<file path="src/rtl/tccs_pkg.sv">
// Shared constants, codes and controller/datapath link types for the console engine.
package tccs_pkg;

  localparam int unsigned SCREEN_COLUMNS = 80;
  localparam int unsigned SCREEN_ROWS    = 25;
  localparam int unsigned REGION_CELLS   = 4096;
  localparam int unsigned CONSOLE_COUNT  = 4;

  localparam int unsigned SCREEN_CELLS = SCREEN_COLUMNS * SCREEN_ROWS;

  // console_index is two bits wide, so four slots cover every code
  localparam int unsigned CONS_W     = 2;
  localparam int unsigned CONS_SLOTS = 2 ** CONS_W;

  // internal address width: room for the top region end plus one line
  localparam int unsigned AW     = $clog2(CONS_SLOTS * REGION_CELLS) + 1;
  localparam int unsigned OUT_AW = 14;
  localparam int unsigned COL_W  = $clog2(SCREEN_COLUMNS);

  localparam logic [1:0] OP_WRITE       = 2'd0;
  localparam logic [1:0] OP_SCROLL_UP   = 2'd1;
  localparam logic [1:0] OP_SCROLL_DOWN = 2'd2;

  localparam logic [7:0] CHAR_NEWLINE   = 8'd10;
  localparam logic [7:0] CHAR_BACKSPACE = 8'd8;
  localparam logic [7:0] CHAR_BLANK     = 8'd32;

  localparam logic [7:0] ATTR_RESET = 8'd7;

  typedef struct packed {
    logic load;
    logic exec;
    logic scroll;
    logic commit;
  } tccs_cmd_t;

  typedef struct packed {
    logic scroll_more;
    logic out_free;
  } tccs_sts_t;

endpackage

</file>
<file path="src/rtl/tccs_ifs.sv">
// Channel interfaces: input item, result item and attribute register write.
interface tccs_item_if import tccs_pkg::*; ();
  logic       valid;
  logic       ready;
  logic [1:0] operation;
  logic [1:0] console_index;
  logic [7:0] character;
  logic       end_of_write;

  modport source (output valid, operation, console_index, character, end_of_write,
                  input ready);
  modport sink   (input valid, operation, console_index, character, end_of_write,
                  output ready);
endinterface

interface tccs_result_if import tccs_pkg::*; ();
  logic              valid;
  logic              ready;
  logic              cell_write;
  logic [OUT_AW-1:0] cell_address;
  logic [7:0]        cell_char;
  logic [7:0]        cell_attr;
  logic [OUT_AW-1:0] cursor_position;
  logic [OUT_AW-1:0] display_start;
  logic              write_done;

  modport source (output valid, cell_write, cell_address, cell_char, cell_attr,
                  cursor_position, display_start, write_done, input ready);
  modport sink   (input valid, cell_write, cell_address, cell_char, cell_attr,
                  cursor_position, display_start, write_done, output ready);
endinterface

interface tccs_cfg_if ();
  logic       valid;
  logic       ready;
  logic [7:0] text_attribute;

  modport source (output valid, text_attribute, input ready);
  modport sink   (input valid, text_attribute, output ready);
endinterface

</file>
<file path="src/rtl/tccs_dpath.sv">
// Datapath: per-console cursor/column/start registers, working item and result register.
module tccs_dpath import tccs_pkg::*; (
  input  logic              clk_i,
  input  logic              rst_ni,
  input  tccs_cmd_t         cmd_i,
  output tccs_sts_t         sts_o,
  input  logic [1:0]        op_i,
  input  logic [CONS_W-1:0] cons_i,
  input  logic [7:0]        char_i,
  input  logic              eow_i,
  input  logic              cfg_valid_i,
  input  logic [7:0]        cfg_attr_i,
  output logic              out_valid_o,
  input  logic              out_ready_i,
  output logic              cell_write_o,
  output logic [OUT_AW-1:0] cell_address_o,
  output logic [7:0]        cell_char_o,
  output logic [7:0]        cell_attr_o,
  output logic [OUT_AW-1:0] cursor_position_o,
  output logic [OUT_AW-1:0] display_start_o,
  output logic              write_done_o
);

  logic [AW-1:0]    cur_arr_q [CONS_SLOTS];
  logic [AW-1:0]    st_arr_q  [CONS_SLOTS];
  logic [COL_W-1:0] col_arr_q [CONS_SLOTS];
  logic [7:0]       attr_q;

  logic [1:0]        op_q;
  logic [CONS_W-1:0] cons_q;
  logic [7:0]        char_q;
  logic              eow_q;
  logic [AW-1:0]     cur_q, cur_d;
  logic [AW-1:0]     st_q, st_d;
  logic [COL_W-1:0]  col_q, col_d;
  logic              wr_q, wr_d;
  logic [AW-1:0]     waddr_q, waddr_d;
  logic [7:0]        wchar_q, wchar_d;

  logic              out_valid_q;
  logic              out_wr_q;
  logic [OUT_AW-1:0] out_addr_q;
  logic [7:0]        out_char_q;
  logic [7:0]        out_attr_q;
  logic [OUT_AW-1:0] out_cur_q;
  logic [OUT_AW-1:0] out_st_q;
  logic              out_done_q;

  logic [AW-1:0] base_w, end_w, st_bottom_w;
  logic          cons_ok_w, down_fits_w;

  assign base_w      = AW'(cons_q) * AW'(REGION_CELLS);
  assign end_w       = base_w + AW'(REGION_CELLS);
  assign st_bottom_w = st_q + AW'(SCREEN_CELLS);
  assign down_fits_w = st_bottom_w < end_w;
  assign cons_ok_w   = 32'(cons_q) < 32'(CONSOLE_COUNT);

  assign sts_o.scroll_more = cons_ok_w && (op_q == OP_WRITE) && (cur_q >= st_bottom_w)
                             && down_fits_w;
  assign sts_o.out_free    = !out_valid_q || out_ready_i;

  // one item step: character handling or a single-line scroll
  always_comb begin
    cur_d   = cur_q;
    st_d    = st_q;
    col_d   = col_q;
    wr_d    = 1'b0;
    waddr_d = '0;
    wchar_d = '0;
    if (cons_ok_w) begin
      case (op_q)
        OP_WRITE: begin
          if (char_q == CHAR_NEWLINE) begin
            if (cur_q + AW'(SCREEN_COLUMNS) < end_w) begin
              cur_d = cur_q - AW'(col_q) + AW'(SCREEN_COLUMNS);
              col_d = '0;
            end
          end else if (char_q == CHAR_BACKSPACE) begin
            if (cur_q > base_w) begin
              cur_d   = cur_q - AW'(1);
              col_d   = (col_q == '0) ? COL_W'(SCREEN_COLUMNS - 1) : col_q - COL_W'(1);
              wr_d    = 1'b1;
              waddr_d = cur_q - AW'(1);
              wchar_d = CHAR_BLANK;
            end
          end else begin
            if (cur_q + AW'(1) < end_w) begin
              cur_d   = cur_q + AW'(1);
              col_d   = (col_q == COL_W'(SCREEN_COLUMNS - 1)) ? '0 : col_q + COL_W'(1);
              wr_d    = 1'b1;
              waddr_d = cur_q;
              wchar_d = char_q;
            end
          end
        end
        OP_SCROLL_UP: begin
          if (st_q > base_w) begin
            st_d = (st_q - base_w >= AW'(SCREEN_COLUMNS)) ? st_q - AW'(SCREEN_COLUMNS)
                                                         : base_w;
          end
        end
        OP_SCROLL_DOWN: begin
          if (down_fits_w) begin
            st_d = st_q + AW'(SCREEN_COLUMNS);
          end
        end
        default: begin
        end
      endcase
    end
  end

  always_ff @(posedge clk_i or negedge rst_ni) begin
    if (!rst_ni) begin
      for (int c = 0; c < CONS_SLOTS; c++) begin
        cur_arr_q[c] <= AW'(c * REGION_CELLS);
        st_arr_q[c]  <= AW'(c * REGION_CELLS);
        col_arr_q[c] <= '0;
      end
      attr_q      <= ATTR_RESET;
      out_valid_q <= 1'b0;
    end else begin
      if (cfg_valid_i) begin
        attr_q <= cfg_attr_i;
      end
      if (cmd_i.commit) begin
        if (cons_ok_w) begin
          cur_arr_q[cons_q] <= cur_q;
          st_arr_q[cons_q]  <= st_q;
          col_arr_q[cons_q] <= col_q;
        end
        out_valid_q <= 1'b1;
      end else if (out_ready_i) begin
        out_valid_q <= 1'b0;
      end
    end
  end

  always_ff @(posedge clk_i) begin
    if (cmd_i.load) begin
      op_q   <= op_i;
      cons_q <= cons_i;
      char_q <= char_i;
      eow_q  <= eow_i;
      cur_q  <= cur_arr_q[cons_i];
      st_q   <= st_arr_q[cons_i];
      col_q  <= col_arr_q[cons_i];
    end
    if (cmd_i.exec) begin
      cur_q   <= cur_d;
      st_q    <= st_d;
      col_q   <= col_d;
      wr_q    <= wr_d;
      waddr_q <= waddr_d;
      wchar_q <= wchar_d;
    end
    if (cmd_i.scroll) begin
      st_q <= st_q + AW'(SCREEN_COLUMNS);
    end
    if (cmd_i.commit) begin
      out_wr_q   <= wr_q;
      out_addr_q <= waddr_q[OUT_AW-1:0];
      out_char_q <= wchar_q;
      out_attr_q <= wr_q ? attr_q : 8'd0;
      out_cur_q  <= cons_ok_w ? cur_q[OUT_AW-1:0] : '0;
      out_st_q   <= cons_ok_w ? st_q[OUT_AW-1:0] : '0;
      out_done_q <= eow_q;
    end
  end

  assign out_valid_o       = out_valid_q;
  assign cell_write_o      = out_wr_q;
  assign cell_address_o    = out_addr_q;
  assign cell_char_o       = out_char_q;
  assign cell_attr_o       = out_attr_q;
  assign cursor_position_o = out_cur_q;
  assign display_start_o   = out_st_q;
  assign write_done_o      = out_done_q;

endmodule

</file>
<file path="src/rtl/tccs_ctrl.sv">
// Controller: sequences load, execute, scroll iterations and commit of one word.
module tccs_ctrl import tccs_pkg::*; (
  input  logic      clk_i,
  input  logic      rst_ni,
  input  logic      in_valid_i,
  output logic      in_ready_o,
  input  tccs_sts_t sts_i,
  output tccs_cmd_t cmd_o
);

  typedef enum logic [1:0] {
    ST_IDLE,
    ST_EXEC,
    ST_FINISH
  } state_e;

  state_e state_q;

  assign in_ready_o = (state_q == ST_IDLE);

  always_comb begin
    cmd_o = '0;
    unique case (state_q)
      ST_IDLE:   cmd_o.load = in_valid_i;
      ST_EXEC:   cmd_o.exec = 1'b1;
      ST_FINISH: begin
        cmd_o.scroll = sts_i.scroll_more;
        cmd_o.commit = !sts_i.scroll_more && sts_i.out_free;
      end
      default: begin
      end
    endcase
  end

  always_ff @(posedge clk_i or negedge rst_ni) begin
    if (!rst_ni) begin
      state_q <= ST_IDLE;
    end else begin
      unique case (state_q)
        ST_IDLE:   if (in_valid_i) state_q <= ST_EXEC;
        ST_EXEC:   state_q <= ST_FINISH;
        ST_FINISH: if (!sts_i.scroll_more && sts_i.out_free) state_q <= ST_IDLE;
        default:   state_q <= ST_IDLE;
      endcase
    end
  end

endmodule

</file>
<file path="src/rtl/text_console_cursor_scroll.sv">
// Top level: text console cursor and scroll engine.
//
//   channel   dir  handshake        word
//   item_i    in   valid/ready      operation, console_index, character, end_of_write
//   result_o  out  valid/ready      cell write, cursor position, display start, done
//   cfg_i     in   valid/ready      text_attribute (always ready)
//
// A word passes through accept, execute and commit, plus a scroll step for each line the
// display start moves down after a character; that loop sets the rate.
// Reset puts every cursor and start at its region base and the attribute at 7.
// A new word is accepted while the previous result waits in the output register;
// commit waits out the scroll steps and stalls while that register is full and not taken.
module text_console_cursor_scroll import tccs_pkg::*; (
  input  logic   clk_i,
  input  logic   rst_ni,
  tccs_item_if.sink     item_i,
  tccs_result_if.source result_o,
  tccs_cfg_if.sink      cfg_i
);

  tccs_cmd_t cmd;
  tccs_sts_t sts;
  logic      in_ready;

  assign item_i.ready = in_ready;
  assign cfg_i.ready  = 1'b1;

  tccs_ctrl u_ctrl (
    .clk_i      (clk_i),
    .rst_ni     (rst_ni),
    .in_valid_i (item_i.valid),
    .in_ready_o (in_ready),
    .sts_i      (sts),
    .cmd_o      (cmd)
  );

  tccs_dpath u_dpath (
    .clk_i             (clk_i),
    .rst_ni            (rst_ni),
    .cmd_i             (cmd),
    .sts_o             (sts),
    .op_i              (item_i.operation),
    .cons_i            (item_i.console_index),
    .char_i            (item_i.character),
    .eow_i             (item_i.end_of_write),
    .cfg_valid_i       (cfg_i.valid),
    .cfg_attr_i        (cfg_i.text_attribute),
    .out_valid_o       (result_o.valid),
    .out_ready_i       (result_o.ready),
    .cell_write_o      (result_o.cell_write),
    .cell_address_o    (result_o.cell_address),
    .cell_char_o       (result_o.cell_char),
    .cell_attr_o       (result_o.cell_attr),
    .cursor_position_o (result_o.cursor_position),
    .display_start_o   (result_o.display_start),
    .write_done_o      (result_o.write_done)
  );

endmodule
</file>
<file path="src/flat_wrapper.sv">
// flat-port wrapper written by rule: the top's interface ports become plain ports
module text_console_cursor_scroll_flat import tccs_pkg::*;
  (clk_i, rst_ni, item_i_valid, item_i_operation, item_i_console_index, item_i_character, item_i_end_of_write, item_i_ready, result_o_valid, result_o_cell_write, result_o_cell_address, result_o_cell_char, result_o_cell_attr, result_o_cursor_position, result_o_display_start, result_o_write_done, result_o_ready, cfg_i_valid, cfg_i_text_attribute, cfg_i_ready);
  tccs_item_if item_i_i ();
  tccs_result_if result_o_i ();
  tccs_cfg_if cfg_i_i ();
  input  logic clk_i;
  input  logic rst_ni;
  input wire logic [$bits(item_i_i.valid)-1:0] item_i_valid;
  input wire logic [$bits(item_i_i.operation)-1:0] item_i_operation;
  input wire logic [$bits(item_i_i.console_index)-1:0] item_i_console_index;
  input wire logic [$bits(item_i_i.character)-1:0] item_i_character;
  input wire logic [$bits(item_i_i.end_of_write)-1:0] item_i_end_of_write;
  output wire logic [$bits(item_i_i.ready)-1:0] item_i_ready;
  output wire logic [$bits(result_o_i.valid)-1:0] result_o_valid;
  output wire logic [$bits(result_o_i.cell_write)-1:0] result_o_cell_write;
  output wire logic [$bits(result_o_i.cell_address)-1:0] result_o_cell_address;
  output wire logic [$bits(result_o_i.cell_char)-1:0] result_o_cell_char;
  output wire logic [$bits(result_o_i.cell_attr)-1:0] result_o_cell_attr;
  output wire logic [$bits(result_o_i.cursor_position)-1:0] result_o_cursor_position;
  output wire logic [$bits(result_o_i.display_start)-1:0] result_o_display_start;
  output wire logic [$bits(result_o_i.write_done)-1:0] result_o_write_done;
  input wire logic [$bits(result_o_i.ready)-1:0] result_o_ready;
  input wire logic [$bits(cfg_i_i.valid)-1:0] cfg_i_valid;
  input wire logic [$bits(cfg_i_i.text_attribute)-1:0] cfg_i_text_attribute;
  output wire logic [$bits(cfg_i_i.ready)-1:0] cfg_i_ready;
  assign item_i_i.valid = item_i_valid;
  assign item_i_i.operation = item_i_operation;
  assign item_i_i.console_index = item_i_console_index;
  assign item_i_i.character = item_i_character;
  assign item_i_i.end_of_write = item_i_end_of_write;
  assign item_i_ready = item_i_i.ready;
  assign result_o_valid = result_o_i.valid;
  assign result_o_cell_write = result_o_i.cell_write;
  assign result_o_cell_address = result_o_i.cell_address;
  assign result_o_cell_char = result_o_i.cell_char;
  assign result_o_cell_attr = result_o_i.cell_attr;
  assign result_o_cursor_position = result_o_i.cursor_position;
  assign result_o_display_start = result_o_i.display_start;
  assign result_o_write_done = result_o_i.write_done;
  assign result_o_i.ready = result_o_ready;
  assign cfg_i_i.valid = cfg_i_valid;
  assign cfg_i_i.text_attribute = cfg_i_text_attribute;
  assign cfg_i_ready = cfg_i_i.ready;
  text_console_cursor_scroll u_core (.clk_i(clk_i), .rst_ni(rst_ni), .item_i(item_i_i), .result_o(result_o_i), .cfg_i(cfg_i_i));
endmodule
</file>
<file path="config.mk">
export PLATFORM = sky130hd
export DESIGN_NAME = text_console_cursor_scroll_flat
export DESIGN_NICKNAME = d
export VERILOG_FILES = /design/src/rtl/tccs_pkg.sv /design/src/rtl/tccs_ifs.sv /design/src/rtl/tccs_dpath.sv /design/src/rtl/tccs_ctrl.sv /design/src/rtl/text_console_cursor_scroll.sv /design/src/flat_wrapper.sv
export SDC_FILE = /design/constraint.sdc
export NUM_CORES = 1
export LEC_CHECK = 0
export BUFFER_PORTS_ARGS = -buffer_cell sky130_fd_sc_hd__buf_2
export CAP_MARGIN = 25
export CELL_PAD_IN_SITES_DETAIL_PLACEMENT = 0
export CELL_PAD_IN_SITES_GLOBAL_PLACEMENT = 1
export CORE_MARGIN = 8
export CORE_UTILIZATION = 50
export CTS_CLUSTER_DIAMETER = 100
export CTS_CLUSTER_SIZE = 12
export DETAILED_ROUTE_END_ITERATION = 8
export PLACE_DENSITY = 0.76
export REMOVE_ABC_BUFFERS = 1
export SLEW_MARGIN = 10
export SYNTH_ARGS = -nofsm -noshare
export SYNTH_HDL_FRONTEND = slang
export SYNTH_SLANG_ARGS = --single-unit
</file>
<file path="constraint.sdc">
create_clock -name clk_i -period 8.3 [get_ports clk_i]
set_clock_uncertainty 0.1 [all_clocks]
set_input_delay 0.83 -clock clk_i [delete_from_list [all_inputs] [get_ports clk_i]]
set_output_delay 0.83 -clock clk_i [all_outputs]
set_load 0.01 [all_outputs]
</file>
==> flow_results.org <==
** Flow run
- Max Cap Violations :: 0

** Critical path
- At the worst endpoint, the required time is 8.62 ns.
- The worst setup path is of the flip-flop to flip-flop kind.
- WP data arrival :: 5.47 ns
- Critical path launch point type :: flip-flop
- Capturing element type of the critical path :: flip-flop
- Max FO, Critical Path :: 37

** Outcome
- The run finished with clean final reports.

** Die
- For this configuration, the core starts out at a cell density of 50.50%.
- # rows :: 64
- Measured along the x axis, the die boundary spans 191.3 um.
- Number of ports placed on the die boundary :: 89
- The core region is 30430 um2.
- Floorplan die height :: 191.3 um
- The die covers 36600 um2.

** CTS
- In this run the number of H-tree levels came out at 1.
- Clock root buffer :: sky130_fd_sc_hd__clkbuf_16
- Reg clk slew, reported paths :: 0.07 ns
- The longest clock path from root to sink contains 3 buffers.
- Number of buffers inserted during clock tree synthesis :: 28
- Clock tree from TritonCTS :: done
- Once the clock tree was built, the resizer swapped 0 gates to a different size.
- For the worst-skew pair, the clock arrives at the later sink with an insertion delay of 0.55 ns.
- Post-CTS Setup Inserts :: 0
- CTS sink count :: 292
- Hold repair after CTS inserted 0 buffers.

** GRT
- Via count of the first global-routing pass :: 10030
- Leftover overflow at the end of global routing :: 0
- Tot GR Track Use :: 19.46%
- Wire length of the first global-routing pass :: 56930 um
- Entering global routing, the biggest net connects 105 pins.
- Initial antenna violation count :: 0

** Finish
- Relative to the synthesized area, the layout overhead comes to 9.804%.
- Fraction of final layout cells sized beyond drive strength 1 :: 26.32%
- The number of antenna diodes in the final layout is 0.
- Measured on the finished design, the core utilization comes to 55.45%.
- The net count of the finished layout is 1351.

** Routing
- For this block, the via count after detailed routing is 9693.
- Once detail routing completed, the nets flagged for antenna violations numbered 0.
- Per-cell routed wire length :: 21.29 um
- Final WL :: 35540 um
- Drt pass-1 iters :: 5
- Via density per instance :: 5.808
- In this run, the number of DRC markers left after iteration 0 of detailed routing was 733.
- After detailed routing, the number of remaining DRC violations is 0.

** Power
- The analysis attributes to cell leakage a power of 0.007150 uW.
- Sequential share of power :: 42.5%
- Power density normalized to cell area :: 402.5 nW/um2
- Combinational logic is responsible for 40.2% of the overall power.
- Tot Pwr :: 6792 uW
- IR analysis of the VDD net gives a maximum drop of 0.1865 mV.
- Switching power :: 2538 uW
- In this run switching power makes up 37.36% of total power.
- Internal power comes to 4254 uW.
- Clock power share :: 17.3%

** STA
- Final worst path period need :: 5.148 ns
- After layout, the worst path uses 62.02% of the clock period.
- Derived from the worst setup path, the maximum achievable clock frequency is 194.2 MHz.
- Adding up every negative setup slack in the final design gives 0 ns.
- At the pin with the least slew margin, the transition time is 0.9849 ns.
- Setup violations remaining at the end of the flow were counted as 0.
- Pins over their slew limit :: 0
- Headroom to the max-slew limit came out at 34.13%.
- Final-report hold violation count :: 0
- RSZ-0062 raised after global routing :: false

** Synthesis
- Count of cell types in the netlist :: 75
- FFs w/ async S/R, synth :: 54.45%
- Area leader, netlist :: sky130_fd_sc_hd__edfxtp_1
- Primary flip-flop cell chosen by synthesis mapping :: sky130_fd_sc_hd__dfrtp_1
- Area of the mapped netlist :: 15370 um2
- Average instance area after synthesis :: 12.88 um2
- Warnings, synthesis :: 0
- Library cell with the highest instance count after synthesis :: sky130_fd_sc_hd__dfrtp_1
- Of the post-synthesis cell area, the dominant cell type holds 25.99%.
- Number of instances in the synthesized netlist :: 1193
- Post-synth EDFFs :: 133
- Fraction of the yosys area taken by sequential cells :: 51.97%
- After synthesis, the cell types taking the most area are sky130_fd_sc_hd__edfxtp_1 (26%), sky130_fd_sc_hd__dfrtp_1 (24%), sky130_fd_sc_hd__mux2_4 (6.0%), sky130_fd_sc_hd__ha_1 (5.9%), sky130_fd_sc_hd__mux2_2 (5.8%).
- Register bit total from synthesis :: 292
- Synth cell count leaders :: sky130_fd_sc_hd__dfrtp_1 (148), sky130_fd_sc_hd__edfxtp_1 (133), sky130_fd_sc_hd__mux2_2 (79)

** Min path
- The tightest min-delay check is of the primary input to asynchronous set/reset pin type.

** Placed design
- Detailed placement ended at an HPWL of 23160 um.
- At the end of routability-driven placement, the weighted congestion stood at 0.8302.
- Port buffer count :: 87
[critical path, stage by stage, from the launching register on]
cell and delay (ns):
sky130_fd_sc_hd__edfxtp_1 0.55, sky130_fd_sc_hd__ha_1 0.32, sky130_fd_sc_hd__or2_2 0.33, sky130_fd_sc_hd__nor4_1 0.25, sky130_fd_sc_hd__xnor2_1 0.16, sky130_fd_sc_hd__ha_1 0.28, sky130_fd_sc_hd__a21oi_1 0.14, sky130_fd_sc_hd__o21a_1 0.14
sky130_fd_sc_hd__a2bb2oi_1 0.16, sky130_fd_sc_hd__nand3_1 0.10, sky130_fd_sc_hd__maj3_1 0.46, sky130_fd_sc_hd__a211oi_4 0.87, sky130_fd_sc_hd__nand2_4 0.63, sky130_fd_sc_hd__mux2_4 0.48
[routing by layer]
layer	global-route usage (%)	part of all wire (%)	vias to the layer above
li1	-	-	4500
met1	26.60	44	4869
met2	32.16	48	273
met3	3.028	5.7	51
met4	4.885	2.0	0
met5	0	0	-
[stage by stage]
stage / std cells / worst slack, ns / area, um2 / hold slack [ns]
after floorplan: 1122 / 2.260 / 14990 / 0.3003
after global placement: 1616 / 3.248 / 16030 / 0.3022
after detailed placement: 1616 / 3.167 / 16030 / 0.3045
after CTS: 1668 / 3.127 / 16840 / 0.3165
after global routing: 1669 / 2.850 / 16870 / 0.1685
final: 1669 / 3.152 / 16870 / 0.1369
[registers in the layout, indices dropped and copies added (netlist names), 14 cells and up]
name / count
u_core.u_dpath.cursor_position_o: 14
u_core.u_dpath.display_start_o: 14
u_core.u_dpath.st_q: 15
u_core.u_dpath.col_arr_q: 28
u_core.u_dpath.cur_q: 15
u_core.u_dpath.st_arr_q: 60
u_core.u_dpath.cell_address_o: 14
u_core.u_dpath.cur_arr_q: 60
u_core.u_dpath.waddr_q: 14
[cell families (layout without fill, tap and decap cells)]
kind of cell / Yosys count / after routing / synth area share (%)
AO/OA/AOI/OAI: 201 / 201 / 8.192
XOR/XNOR: 52 / 52 / 2.964
adder cells (fa/ha/maj): 76 / 76 / 6.254
buffers and inverters: 123 / 203 / 3.689
flip-flops: 292 / 292 / 51.97
multiplexers: 194 / 194 / 18.41
other: 1 / 1 / 0.02440
AND/OR/NAND/NOR: 254 / 254 / 8.493
[cell type report]
class	instances	area [um2]
multi-input combinational	778	6827
inverter	52	195.2
timing repair buffer	99	551.8
clock inverter	1	8.758
tap	396	495.5
fill	2564	13560
clock buffer	51	808.3
sequential	292	7986
[cells in the final DEF (no fill, tap or decap), drive strengths merged, types with 5 or more instances in the layout]
cell type | Yosys | layout
nor2b | 12 | 12
mux2 | 156 | 156
nor2 | 57 | 57
a21o | 5 | 5
nor4 | 10 | 10
o22ai | 9 | 9
o21ai | 70 | 70
nand4 | 8 | 8
inv | 52 | 53
buf | 23 | 99
xnor2 | 42 | 42
or3 | 10 | 10
and2 | 20 | 20
a31oi | 11 | 11
dfstp | 11 | 11
nand3 | 26 | 26
a211oi | 8 | 8
and3 | 10 | 10
dfrtp | 148 | 148
mux4 | 37 | 37
ha | 72 | 72
xor2 | 10 | 10
edfxtp | 133 | 133
nand2 | 73 | 73
a21oi | 45 | 45
clkbuf | 48 | 51
nor3 | 8 | 8
[worst paths after layout]
check | slack [ns] | to | cells past startpoint | start
worst max-delay path | 3.15 | u_core.u_dpath.st_arr_q[6] | 13 | u_core.u_dpath.st_q[4]
worst min-delay path | 0.14 | u_core.u_dpath.cur_arr_q[18] | 1 | rst_ni
worst max register to register | 3.15 | u_core.u_dpath.st_arr_q[6] | 13 | u_core.u_dpath.st_q[4]
worst min register to register | 0.32 | u_core.u_dpath.cell_char_o[0] | 0 | u_core.u_dpath.wchar_q[0]
max in group asynchronous | 6.82 | u_core.u_dpath.attr_q[7] | 2 | rst_ni
min in group clk_i | 0.32 | u_core.u_dpath.cell_char_o[0] | 0 | u_core.u_dpath.wchar_q[0]
[power by group through the flow]
stage               Sequential, uW  Combinational, uW  Clock [uW]
finish                        2880               2730        1180
global route                  2970               3040        1260
CTS                           2880               2750        1210
detailed placement            2900               2720           0
global placement              2880               2680           0
floorplan                     2710               2040           0
Power figures use the tool's default switching activity.
